`src/hdl/zsn_pkg.sv`:
```
`timescale 1ns / 1ps
// ----------------------------------------------------------------------------
// zsn_pkg
// Shared widths, point type and coordinate decoding for the 2-D z-score unit.
// ----------------------------------------------------------------------------
package zsn_pkg;

	localparam int DEF_MAX_POINTS = 64;
	localparam int DEF_COORD_BITS = 16;

	localparam int FIELD_W = 16;           // width of one coordinate field
	localparam int VAL_W   = 17;           // decoded coordinate, signed
	localparam int N_W     = 7;            // point count, up to 64
	localparam int SUM_W   = 23;           // signed sum of up to 64 values
	localparam int SQ_W    = 39;           // sum of up to 64 squares
	localparam int PROD_W  = 2 * VAL_W;    // one square
	localparam int M_W     = 45;           // N*sum(v*v) - S*S
	localparam int MEAN_W  = 24;           // unsaturated rounded mean
	localparam int DEV_W   = 16;           // rounded deviation
	localparam int DIV_W   = 32;           // divider dividend and quotient
	localparam int DVS_W   = 17;           // divider divisor
	localparam int OUT_W   = 16;

	typedef struct packed {
		logic [FIELD_W-1:0] y;
		logic [FIELD_W-1:0] x;
	} point_t;

	// decode a raw field as a cb-bit two's complement value; above 16 bits unsigned
	function automatic logic signed [VAL_W-1:0] coord_of(logic [FIELD_W-1:0] raw, int cb);
		int v;
		v = int'(raw);
		if (cb < FIELD_W) begin
			v = v & ((1 << cb) - 1);
			if (((v >> (cb - 1)) & 1) != 0)
				v = v - (1 << cb);
		end else if (cb == FIELD_W) begin
			if (raw[FIELD_W-1])
				v = v - (1 << FIELD_W);
		end
		return VAL_W'(v);
	endfunction

	// clamp a wide signed value to the signed 16-bit range
	function automatic logic [OUT_W-1:0] sat16(logic signed [MEAN_W-1:0] v);
		logic [OUT_W-1:0] r;
		if (v > MEAN_W'(32767))
			r = 16'h7fff;
		else if (v < -MEAN_W'(32768))
			r = 16'h8000;
		else
			r = v[OUT_W-1:0];
		return r;
	endfunction

endpackage

```
`src/hdl/zsn_sqrt.sv`:
```
`timescale 1ns / 1ps
// ----------------------------------------------------------------------------
// zsn_sqrt
// Rounded deviation: largest d with ((2d-1)*n)^2 <= 4m, each bit set by a multiply then a compare phase.
// ----------------------------------------------------------------------------
module zsn_sqrt (
	input  logic                      clk,
	input  logic                      arst_n,
	input  logic                      start,
	input  logic [zsn_pkg::M_W-1:0]   m,
	input  logic [zsn_pkg::N_W-1:0]   n,
	output logic                      busy,
	output logic                      done,
	output logic [zsn_pkg::DEV_W-1:0] root
);
	import zsn_pkg::*;

	localparam int BW = $clog2(DEV_W);
	localparam int T_W = DEV_W + 1 + N_W;

	logic             busy_q, done_q, phase_q;
	logic [BW-1:0]    bit_q;
	logic [DEV_W-1:0] root_q, cand;
	logic [M_W+1:0]   four_m_q;
	logic [N_W-1:0]   n_q;
	logic [T_W-1:0]   t_s1;

	assign cand = root_q | (DEV_W'(1) << bit_q);

	// bit sequencer
	always_ff @(posedge clk or negedge arst_n) begin
		if (!arst_n) begin
			busy_q  <= 1'b0;
			done_q  <= 1'b0;
			phase_q <= 1'b0;
			bit_q   <= '0;
		end else begin
			done_q <= 1'b0;
			if (start) begin
				busy_q  <= 1'b1;
				phase_q <= 1'b0;
				bit_q   <= BW'(DEV_W - 1);
			end else if (busy_q) begin
				phase_q <= ~phase_q;
				if (phase_q) begin
					if (bit_q == '0) begin
						busy_q <= 1'b0;
						done_q <= 1'b1;
					end else begin
						bit_q <= bit_q - 1'b1;
					end
				end
			end
		end
	end

	// multiply, then square and compare
	always_ff @(posedge clk) begin
		if (start) begin
			root_q   <= '0;
			four_m_q <= {m, 2'b00};
			n_q      <= n;
		end else if (busy_q) begin
			if (!phase_q)
				t_s1 <= T_W'({1'b0, cand, 1'b0} - 18'd1) * T_W'(n_q);
			else if ((2*T_W)'(t_s1) * (2*T_W)'(t_s1) <= (2*T_W)'(four_m_q))
				root_q <= cand;
		end
	end

	assign busy = busy_q;
	assign done = done_q;
	assign root = root_q;

endmodule

```
`config.mk`:
```
export PLATFORM = sky130hd
export DESIGN_NAME = zsn_sqrt
export DESIGN_NICKNAME = d
export VERILOG_FILES = /design/src/hdl/zsn_pkg.sv /design/src/hdl/zsn_sqrt.sv
export SDC_FILE = /design/constraint.sdc
export NUM_CORES = 2
export LEC_CHECK = 0
export ABC_AREA = 1
export BUFFER_PORTS_ARGS = -buffer_cell sky130_fd_sc_hd__buf_2
export CELL_PAD_IN_SITES_DETAIL_PLACEMENT = 1
export CELL_PAD_IN_SITES_GLOBAL_PLACEMENT = 1
export CORE_MARGIN = 4
export CORE_UTILIZATION = 35
export DETAILED_ROUTE_END_ITERATION = 10
export PLACE_DENSITY_LB_ADDON = 0.12
export SLEW_MARGIN = 0
export SYNTH_ARGS = -nofsm -noshare
export SYNTH_HDL_FRONTEND = slang
export SYNTH_SLANG_ARGS = --single-unit
```
`constraint.sdc`:
```
create_clock -name clk -period 10.4 [get_ports clk]
set_input_delay 2.08 -clock clk [delete_from_list [all_inputs] [get_ports clk]]
set_output_delay 2.08 -clock clk [all_outputs]
set_load 0.005 [all_outputs]
```
==> impl_metrics.toml <==
[outcome]
status = "finished clean"

[synthesis]
yosys.area.top_type_share_pct = 40.09
ys.flop_type = "edfxtp_1"
yosys.area_share.simple_pct = 12.70
synth_warnings = 0
ys_seq_area_share_pct = 10.80
async_flop_share_pct = 7.071
synth_area_um2 = 25720
yosysMostFrequentCell = "inv_1"
synthAdderAreaFrac_pct = 53.57
syn_inst = 3019
synth_common_cells = "932 x inv_1, 515 x fa_1, 512 x nand2_1"
synth_top_family_by_area = "adder cells"
synth_area_leaders = "fa_1 40%, inv_1 14%, ha_1 13%"
synthMuxAreaShare_pct = 0.04379
synth_compound_area_share_pct = 4.968
yosysUniqueCellTypes = 58
yosysTopAreaCell = "fa_1"
synth_xor_area_share_pct = 3.119
syn_avg_cell_area_um2 = 8.518
syn_nets = 3866
ys_seq_elements = 99
synth_edf_count = 76

[route]
vias_per_cell = 4.658
first_pass_iters = 5
drc_errors = 0
wl_met2_um = 39350
drt_iter0_markers = 698
dr.max_layer_used = "met4"
routed_wl_um = 74840
routedWlPerCell_um = 18.51
vias = 18830
wl_met1_um = 32190
postRouteAntennaNets = 0
wl_met3_um = 1904

[worst_setup_path]
cp.arrival_ns = 9.53
crit_fanout = 16
required_ns = 10.71
cp-start-kind = "flop"
cpMaxStageDelayCell = "edfxtp_1"
cp_common_cell = "nand2_1"
rrSetupSlack_ns = 1.18
cpPeakStageDelay_ns = 0.89
endpoint_kind = "flop"
crit_type = "flop to flop"

[global_routing]
antenna_found_initial = 4
grt_max_degree = 59
grt_pass1_vias = 22170
grt_usage_pct = 19.91
grt_pass1_wl_um = 122000
grt.overflow.total = 0

[worst_hold_path]
hold_path_class = "flop to flop"

[clock_tree]
clk_latency_ns = 0.38
clkTransAtPathRegs_ns = 0.09
hold_buffers = 0
clk_path_buf_depth = 2
cts_tree = "yes"
cts_made_buffers = 9
root_buffer = "clkbuf_16"
post_cts_resized = 0
post_cts_buffers = 0
cts.sinks = 99
cts_htree_levels = 3

[die]
fp.dieH_um = 279.1
ios = 73
initial_core_util_pct = 35.31
fp.dieW_um = 279.1
design.core.area_um2 = 72830
die_area_um2 = 77870
core.rowCount = 99

[sta]
slew_headroom_pct = 29.98
finalSetupViolations = 0
clock-skew-final_ns = 0.01462
finalHoldViolations = 0
layout_min_cycle_time_ns = 9.224
period_share_pct = 88.70
setup-tns-final_ns = 0
fmax_mhz = 108.4
drv_slew = 0
rsz0062_at_grt = "false"
tightest_slew_ns = 1.050

[job]
drv_cap = 0

[final_layout]
fin_nets = 3925
drive_above_1_share_pct = 5.319
design_area_um2 = 27600
diodes = 0
syn_to_final_growth_pct = 7.318

[placed_design]
dp_hpwl_um = 65580
routabilityCongestion = 0.8742
port_buffers = 72
placed_cell_area_um2 = 27310
==> sequential cells by signal, indices dropped and copies added (netlist names) <==
signal	count
four_m_q	45
t_s1	24
n_q	7
busy	1
root	16
done	1
phase_q	1
bit_q	4
==> through the flow <==
stage               std cells  setup slack [ns]  hold slack [ns]  utilization (%)
global route             4042            0.4670           0.5020            37.89
CTS                      4042             1.146           0.4809            37.89
finish                   4042             1.176           0.4779            37.89
floorplan                3019             2.883           0.4244                -
detailed placement       4026             1.204           0.4634            37.49
global placement         4026             1.249           0.4531            37.49
==> final timing paths <==
kind	end	cells after the start	startpoint
setup / recovery	root[11]	43	t_s1[7]
hold / removal	root[13]	2	root[13]
setup reg to reg	root[11]	43	t_s1[7]
hold reg to reg	root[13]	2	root[13]
max in group asynchronous	phase_q	1	arst_n
min in group asynchronous	bit_q[1]	1	arst_n
==> cells in the final DEF (no fill, tap or decap), types with 3 or more instances in the layout <==
cell and instances:
clkbuf_16 9, a31oi_1 6, xor2_1 51, o21ai_0 59, and3_1 3, a21oi_2 4, nor2_2 3, o21bai_1 5
nand2_2 4, nand3_1 40, inv_1 932, buf_2 72, nor2_1 195, nor3_1 8, xnor2_1 35, fa_1 515
edfxtp_1 76, nor4_1 6, o21ai_1 7, nand2_1 512, or2_2 4, o21ai_2 6, ha_1 277, dfxtp_1 16
clkinv_1 6, buf_4 38, dfrtp_1 7, o21a_1 5, a21o_1 11, inv_2 5, or2_1 3, a21oi_1 108
xor2_2 3, inv_6 5, nand4_1 15
==> kinds of logic (layout without fill, tap and decap cells) <==
group                    Yosys count  after routing
AO/OA/AOI/OAI                    226            226
adder cells (fa/ha/maj)          792            792
AND/OR/NAND/NOR                  806            806
buffers and inverters           1006           1070
flip-flops                        99             99
XOR/XNOR                          89             89
multiplexers                       1              1
==> routing by layer <==
| metal | up-vias | global-route usage, % |
|---|---|---|
| met5 | - | 0 |
| met4 | 0 | 3.847 |
| met3 | 63 | 2.048 |
| met2 | 211 | 36.96 |
| met1 | 9648 | 25.24 |
| li1 | 8906 | - |
==> worst max-delay path: cells and delay by family, from the launching register on <==
| family | cells | cell delay, ns |
|---|---|---|
| and+or+nand+nor | 15 | 1.15 |
| AOI/OAI and AO/OA | 8 | 1.70 |
| DFF | 1 | 0.89 |
| xor gates and xnor gates | 1 | 0.23 |
| buffers and inverters | 10 | 0.89 |
| adders and majority gates | 9 | 4.26 |
==> final cells by class <==
type | count | area, um^2
clock buffer | 9 | 225.2
clock inverter | 7 | 66.31
fill | 8767 | 45240
inverter | 944 | 3551
multi-input combinational | 1914 | 19130
sequential | 99 | 2778
tap | 959 | 1200
timing repair buffer | 110 | 645.6
Power is not shown: default switching activity piles up to over one toggle a cycle in this logic, so the estimate is an artifact.
