## src/hdl/zsn_pkg.sv

```systemverilog
`timescale 1ns / 1ps
// ----------------------------------------------------------------------------
// zsn_pkg
// Shared widths, point type and coordinate decoding for the 2-D z-score unit.
// ----------------------------------------------------------------------------
package zsn_pkg;

	localparam int DEF_MAX_POINTS = 64;
	localparam int DEF_COORD_BITS = 16;

	localparam int FIELD_W = 16;           // width of one coordinate field
	localparam int VAL_W   = 17;           // decoded coordinate, signed
	localparam int N_W     = 7;            // point count, up to 64
	localparam int SUM_W   = 23;           // signed sum of up to 64 values
	localparam int SQ_W    = 39;           // sum of up to 64 squares
	localparam int PROD_W  = 2 * VAL_W;    // one square
	localparam int M_W     = 45;           // N*sum(v*v) - S*S
	localparam int MEAN_W  = 24;           // unsaturated rounded mean
	localparam int DEV_W   = 16;           // rounded deviation
	localparam int DIV_W   = 32;           // divider dividend and quotient
	localparam int DVS_W   = 17;           // divider divisor
	localparam int OUT_W   = 16;

	typedef struct packed {
		logic [FIELD_W-1:0] y;
		logic [FIELD_W-1:0] x;
	} point_t;

	// decode a raw field as a cb-bit two's complement value; above 16 bits unsigned
	function automatic logic signed [VAL_W-1:0] coord_of(logic [FIELD_W-1:0] raw, int cb);
		int v;
		v = int'(raw);
		if (cb < FIELD_W) begin
			v = v & ((1 << cb) - 1);
			if (((v >> (cb - 1)) & 1) != 0)
				v = v - (1 << cb);
		end else if (cb == FIELD_W) begin
			if (raw[FIELD_W-1])
				v = v - (1 << FIELD_W);
		end
		return VAL_W'(v);
	endfunction

	// clamp a wide signed value to the signed 16-bit range
	function automatic logic [OUT_W-1:0] sat16(logic signed [MEAN_W-1:0] v);
		logic [OUT_W-1:0] r;
		if (v > MEAN_W'(32767))
			r = 16'h7fff;
		else if (v < -MEAN_W'(32768))
			r = 16'h8000;
		else
			r = v[OUT_W-1:0];
		return r;
	endfunction

endpackage

```

## src/hdl/zsn_div.sv

```systemverilog
`timescale 1ns / 1ps
// ----------------------------------------------------------------------------
// zsn_div
// Restoring unsigned divider, one quotient bit per cycle.
// ----------------------------------------------------------------------------
module zsn_div (
	input  logic                       clk,
	input  logic                       arst_n,
	input  logic                       start,
	input  logic [zsn_pkg::DIV_W-1:0]  dividend,
	input  logic [zsn_pkg::DVS_W-1:0]  divisor,
	output logic                       busy,
	output logic                       done,
	output logic [zsn_pkg::DIV_W-1:0]  quot
);
	import zsn_pkg::*;

	localparam int CW = $clog2(DIV_W);

	logic             busy_q, done_q;
	logic [CW-1:0]    step_q;
	logic [DIV_W-1:0] dvd_q, quot_q;
	logic [DVS_W-1:0] dvs_q;
	logic [DVS_W:0]   rem_q, rem_sh;
	logic             fits;

	// trial subtract of the shifted remainder
	assign rem_sh = {rem_q[DVS_W-1:0], dvd_q[DIV_W-1]};
	assign fits   = rem_sh >= {1'b0, dvs_q};

	// control
	always_ff @(posedge clk or negedge arst_n) begin
		if (!arst_n) begin
			busy_q <= 1'b0;
			done_q <= 1'b0;
			step_q <= '0;
		end else begin
			done_q <= 1'b0;
			if (start) begin
				busy_q <= 1'b1;
				step_q <= '0;
			end else if (busy_q) begin
				step_q <= step_q + 1'b1;
				if (step_q == CW'(DIV_W - 1)) begin
					busy_q <= 1'b0;
					done_q <= 1'b1;
				end
			end
		end
	end

	// datapath
	always_ff @(posedge clk) begin
		if (start) begin
			dvd_q  <= dividend;
			dvs_q  <= divisor;
			rem_q  <= '0;
			quot_q <= '0;
		end else if (busy_q) begin
			dvd_q  <= {dvd_q[DIV_W-2:0], 1'b0};
			rem_q  <= fits ? rem_sh - {1'b0, dvs_q} : rem_sh;
			quot_q <= {quot_q[DIV_W-2:0], fits};
		end
	end

	assign busy = busy_q;
	assign done = done_q;
	assign quot = quot_q;

endmodule

```

## config.mk

```make
export PLATFORM = sky130hd
export DESIGN_NAME = zsn_div
export DESIGN_NICKNAME = d
export VERILOG_FILES = /design/src/hdl/zsn_pkg.sv /design/src/hdl/zsn_div.sv
export SDC_FILE = /design/constraint.sdc
export NUM_CORES = 1
export LEC_CHECK = 0
export BUFFER_PORTS_ARGS = -buffer_cell sky130_fd_sc_hd__buf_4
export CORE_ASPECT_RATIO = 1.5
export CORE_MARGIN = 4
export CORE_UTILIZATION = 60
export CTS_CLUSTER_DIAMETER = 200
export DETAILED_ROUTE_END_ITERATION = 6
export PLACE_DENSITY = 0.85
export SYNTH_ARGS = -nofsm -noshare
export SYNTH_HDL_FRONTEND = slang
export SYNTH_SLANG_ARGS = --single-unit
```

## constraint.sdc

```tcl
create_clock -name clk -period 8.45 [get_ports clk]
set_clock_uncertainty 0.15 [all_clocks]
set_input_delay 1.2675 -clock clk [delete_from_list [all_inputs] [get_ports clk]]
set_output_delay 1.2675 -clock clk [all_outputs]
set_load 0.1 [all_outputs]
```

==> summary.md <==
| Metric | Value |
|---|---|
| Outcome | complete, no violations |
| Power per cell area | 257 mW/mm^2 |
| Pint | 1060 uW |
| Flop-to-flop setup slack | 5.48 ns |
| Worst Path Buf+Inv | 2 |
| H-tree depth | 3 |
| Cell breakdown of the critical path | buf_4 -> buf_4 |
| Clock share of power | 29.0% |
| Tmin final | 3.46 ns |
| CP arrival | 2.04 ns |
| Total clock buffers created by CTS | 9 |
| Top delay family on crit path | buffers and inverters |
| Hold Crit Depth | 2 |
| DR vias/cell | 5.68 |
| TritonRoute pass-1 iters | 5 |
| P_sw | 476 uW |
| Worst R2R Start | dvd_q[31]$_DFFE_PP_ |
| Final Instance Area | 0.00595 mm^2 |
| RSZ-0062 raised after global routing | false |
| Setup crit start kind | flip-flop |
| Wirelength per Cell | 16.8 um |
| Pin count of the biggest net entering global routing | 55 |
| Diodes inserted | 0 |
| Comb pwr share | 29.8% |
| Drt drc | 0 |
| Flop and latch count out of synthesis | 105 |
| Fin. Hold Viols | 0 |
| Post-CTS setup buffer count | 0 |
| Initial drt markers | 230 |
| Slew @ Worst Pin | 1.18 ns |
| HP Start | rem_q[7]$_SDFFE_PP0P_ |
| Worst min path class | flip-flop to flip-flop |
| Number of global-route vias before repair | 3,664 |
| Post-Route WL | 10.4 mm |
| Site row count | 40 |
| Cell area after placement | 0.00562 mm^2 |
| Slew Limit Fails | 0 |
| Clk Latency, worst-skew pair | 0.34 ns |
| Total power | 1530 uW |
| Leak | 0.00279 uW |
| Register area share after synthesis | 53.2% |
| Yosys warning count | 0 |
| Max Used Layer | met4 |
| CP endpoint kind | primary output |
| Synth cell types | 54 |
| Final ANT Viol Nets | 0 |
| Final setup violation count | 0 |
| MaxCap Viol Count | 0 |
| Sum Neg Setup Slack | 0 ns |
| WP data required | 7.03 ns |
| Die area | 0.00978 mm^2 |
| WS Path Type | flip-flop to primary output |
| Total GRT Usage | 23.0% |
| Global-route wire length before repair | 17.2 mm |
| Nets | 581 |
| Max incr delay on CP | 0.75 ns |
| Top-Level Pins | 86 |
| Slowest-stage cell, CP | dfrtp_2 |
| CTS tree | yes |
| Met3 WL | 373 um |
| Final Wtd Congestion | 0.818 |
| Ys async rst share | 6.67% |
| Post-DP HPWL | 7.10 mm |
| Die width | 82.1 um |
| Net count after synthesis | 504 |
| Crit Path Max Fanout | 32 |
| Vias | 3,516 |
| Worst-path clk slew | 0.07 ns |
| CTS Root Cell | clkbuf_16 |
| Period utilization | 40.9% |
| Max Freq | 289 MHz |
| Syn_area_per_cell | 11.4 um^2 |
| Seq pwr share | 41.2% |
| Initial antenna violation count | 0 |
| Initial Utilization | 61.7% |
| CTS max path bufs | 2 |
| Resized cells post-CTS | 0 |
| R2r endpoint | rem_q[12]$_SDFFE_PP0P_ |
| Mapped Cells | 432 |
| Fill cell count | 555 |
| Worst Reg2Reg Path Length in Cells | 10 |
| Syn Std Cell Area | 0.00494 mm^2 |
| CTS sink cnt | 105 |
| Core area | 0.00801 mm^2 |
| Sw Share | 31.1% |
| Post-synth EDFFs | 49 |
| Hold worst-path end | rem_q[7]$_SDFFE_PP0P_ |
| Area added between synthesis and finish | 20.4% |
| I/O Buffers | 85 |
| Hold buffer count at CTS | 0 |
| Max_slew headroom | 21.3% |
| WL met1 | 3.78 mm |
| Most frequent CP cell | buf_4 |
| Most used DFF post-synth | edfxtp_1 |
| Die H | 119 um |
| Met2 wire len | 5.91 mm |
| Layout cell share with drive strength beyond 1 | 27.2% |
| GRT overflow | 0 |
| Peak VDD IR | 0.000152 V |
==> worst max path at each step <==
stage / from / end / slack (ns) / depth (start not counted)
after floorplan: start / dvd_q[0]$_SDFFCE_PN0P_ / 5.71 / 3
after global placement: start / dvd_q[14]$_DFFE_PP_ / 5.10 / 3
after detailed placement: start / dvd_q[15]$_DFFE_PP_ / 4.98 / 3
after CTS: busy$_DFF_PN0_ / busy / 4.99 / 2
after global routing: busy$_DFF_PN0_ / busy / 4.91 / 2
final: busy$_DFF_PN0_ / busy / 4.99 / 2
==> power by group through the flow <==
stage	Combinational (uW)	Sequential (uW)	Clock, uW
floorplan	360	651	0
finish	456	631	445
global placement	441	639	0
CTS	456	631	450
global route	508	638	477
detailed placement	449	640	0
==> Yosys cell counts, types with 3 or more instances <==
library cell  count  area share [%]
ha_1             19             4.8
clkbuf_1          9            0.68
buf_1             8            0.61
nor3_1            3            0.30
nand2_1          15             1.1
mux2_2           31             7.1
o21a_1            3            0.46
o31ai_1           4            0.61
dfxtp_1          49              20
edfxtp_1         49              30
nand3_1           6            0.61
xor2_1           10             1.8
o21ai_0           9            0.91
dfrtp_1           7             3.5
mux2i_1          38             7.7
nand4b_1          3            0.53
a211oi_1         17             2.6
a21o_1            5            0.76
nor2_1           59             4.5
o211ai_1          3            0.46
a21oi_1          17             1.7
inv_1            24             1.8
xnor2_1           4            0.71
==> cells in the final DEF, fill, tap and decap left out, types with 3 or more instances in the layout <==
| cell | instances |
|---|---|
| ha_1 | 19 |
| dfxtp_1 | 49 |
| nand3_1 | 6 |
| o21ai_0 | 9 |
| mux2i_1 | 38 |
| xnor2_1 | 4 |
| mux2_2 | 31 |
| dfrtp_1 | 6 |
| nor2_1 | 59 |
| o21a_1 | 3 |
| buf_4 | 87 |
| inv_1 | 24 |
| xor2_1 | 10 |
| a211oi_1 | 17 |
| clkbuf_16 | 11 |
| nor3_1 | 3 |
| a21o_1 | 5 |
| edfxtp_1 | 49 |
| o211ai_1 | 3 |
| o31ai_1 | 4 |
| a21oi_1 | 17 |
| nand2_1 | 15 |
| nand4b_1 | 3 |
==> per-stage QoR <==
step                setup slack, ns  std cells  hold slack, ns  utilization [%]
floorplan                      5.71        432           0.308                -
finish                         4.99        619           0.354             74.3
global placement               5.10        603           0.333             70.2
detailed placement             4.98        603           0.347             70.2
global route                   4.91        619           0.376             74.3
CTS                            4.99        619           0.359             74.3
==> routing by layer <==
layer	vias to the layer above	track usage (%)
li1	1720	-
met3	21	5.07
met2	84	40.8
met1	1691	25.3
met5	-	0
met4	0	10.2
==> tightest hold or removal path: stages (launching register included) <==
cell	delay, ns
dfxtp_1	0.33
nor2_1	0.09
nor4_1	0.05
==> sequential cells by signal, summed over array words and instances, names as in the netlist <==
| name | count |
|---|---|
| dvs_q | 17 |
| step_q | 5 |
| dvd_q | 32 |
| done | 1 |
| busy | 1 |
| rem_q | 17 |
| quot | 32 |
==> cell families after synthesis <==
family / synth area share (%)
xor gates and xnor gates: 2.48
AOI/OAI and AO/OA: 10.7
DFF: 53.2
adders and majority gates: 5.22
and+or+nand+nor: 9.68
muxes: 14.8
buffers and inverters: 4.00
==> final cells by class <==
class	count	area (um^2)	share of cell area [%]
tap	105	131	2.21
sequential	105	2630	44.2
multi-input combinational	282	2110	35.5
clock buffer	12	289	4.86
clock inverter	4	41.3	0.694
timing repair buffer	87	653	11.0
inverter	24	90.1	1.51
(Power assumes the default switching activity.)
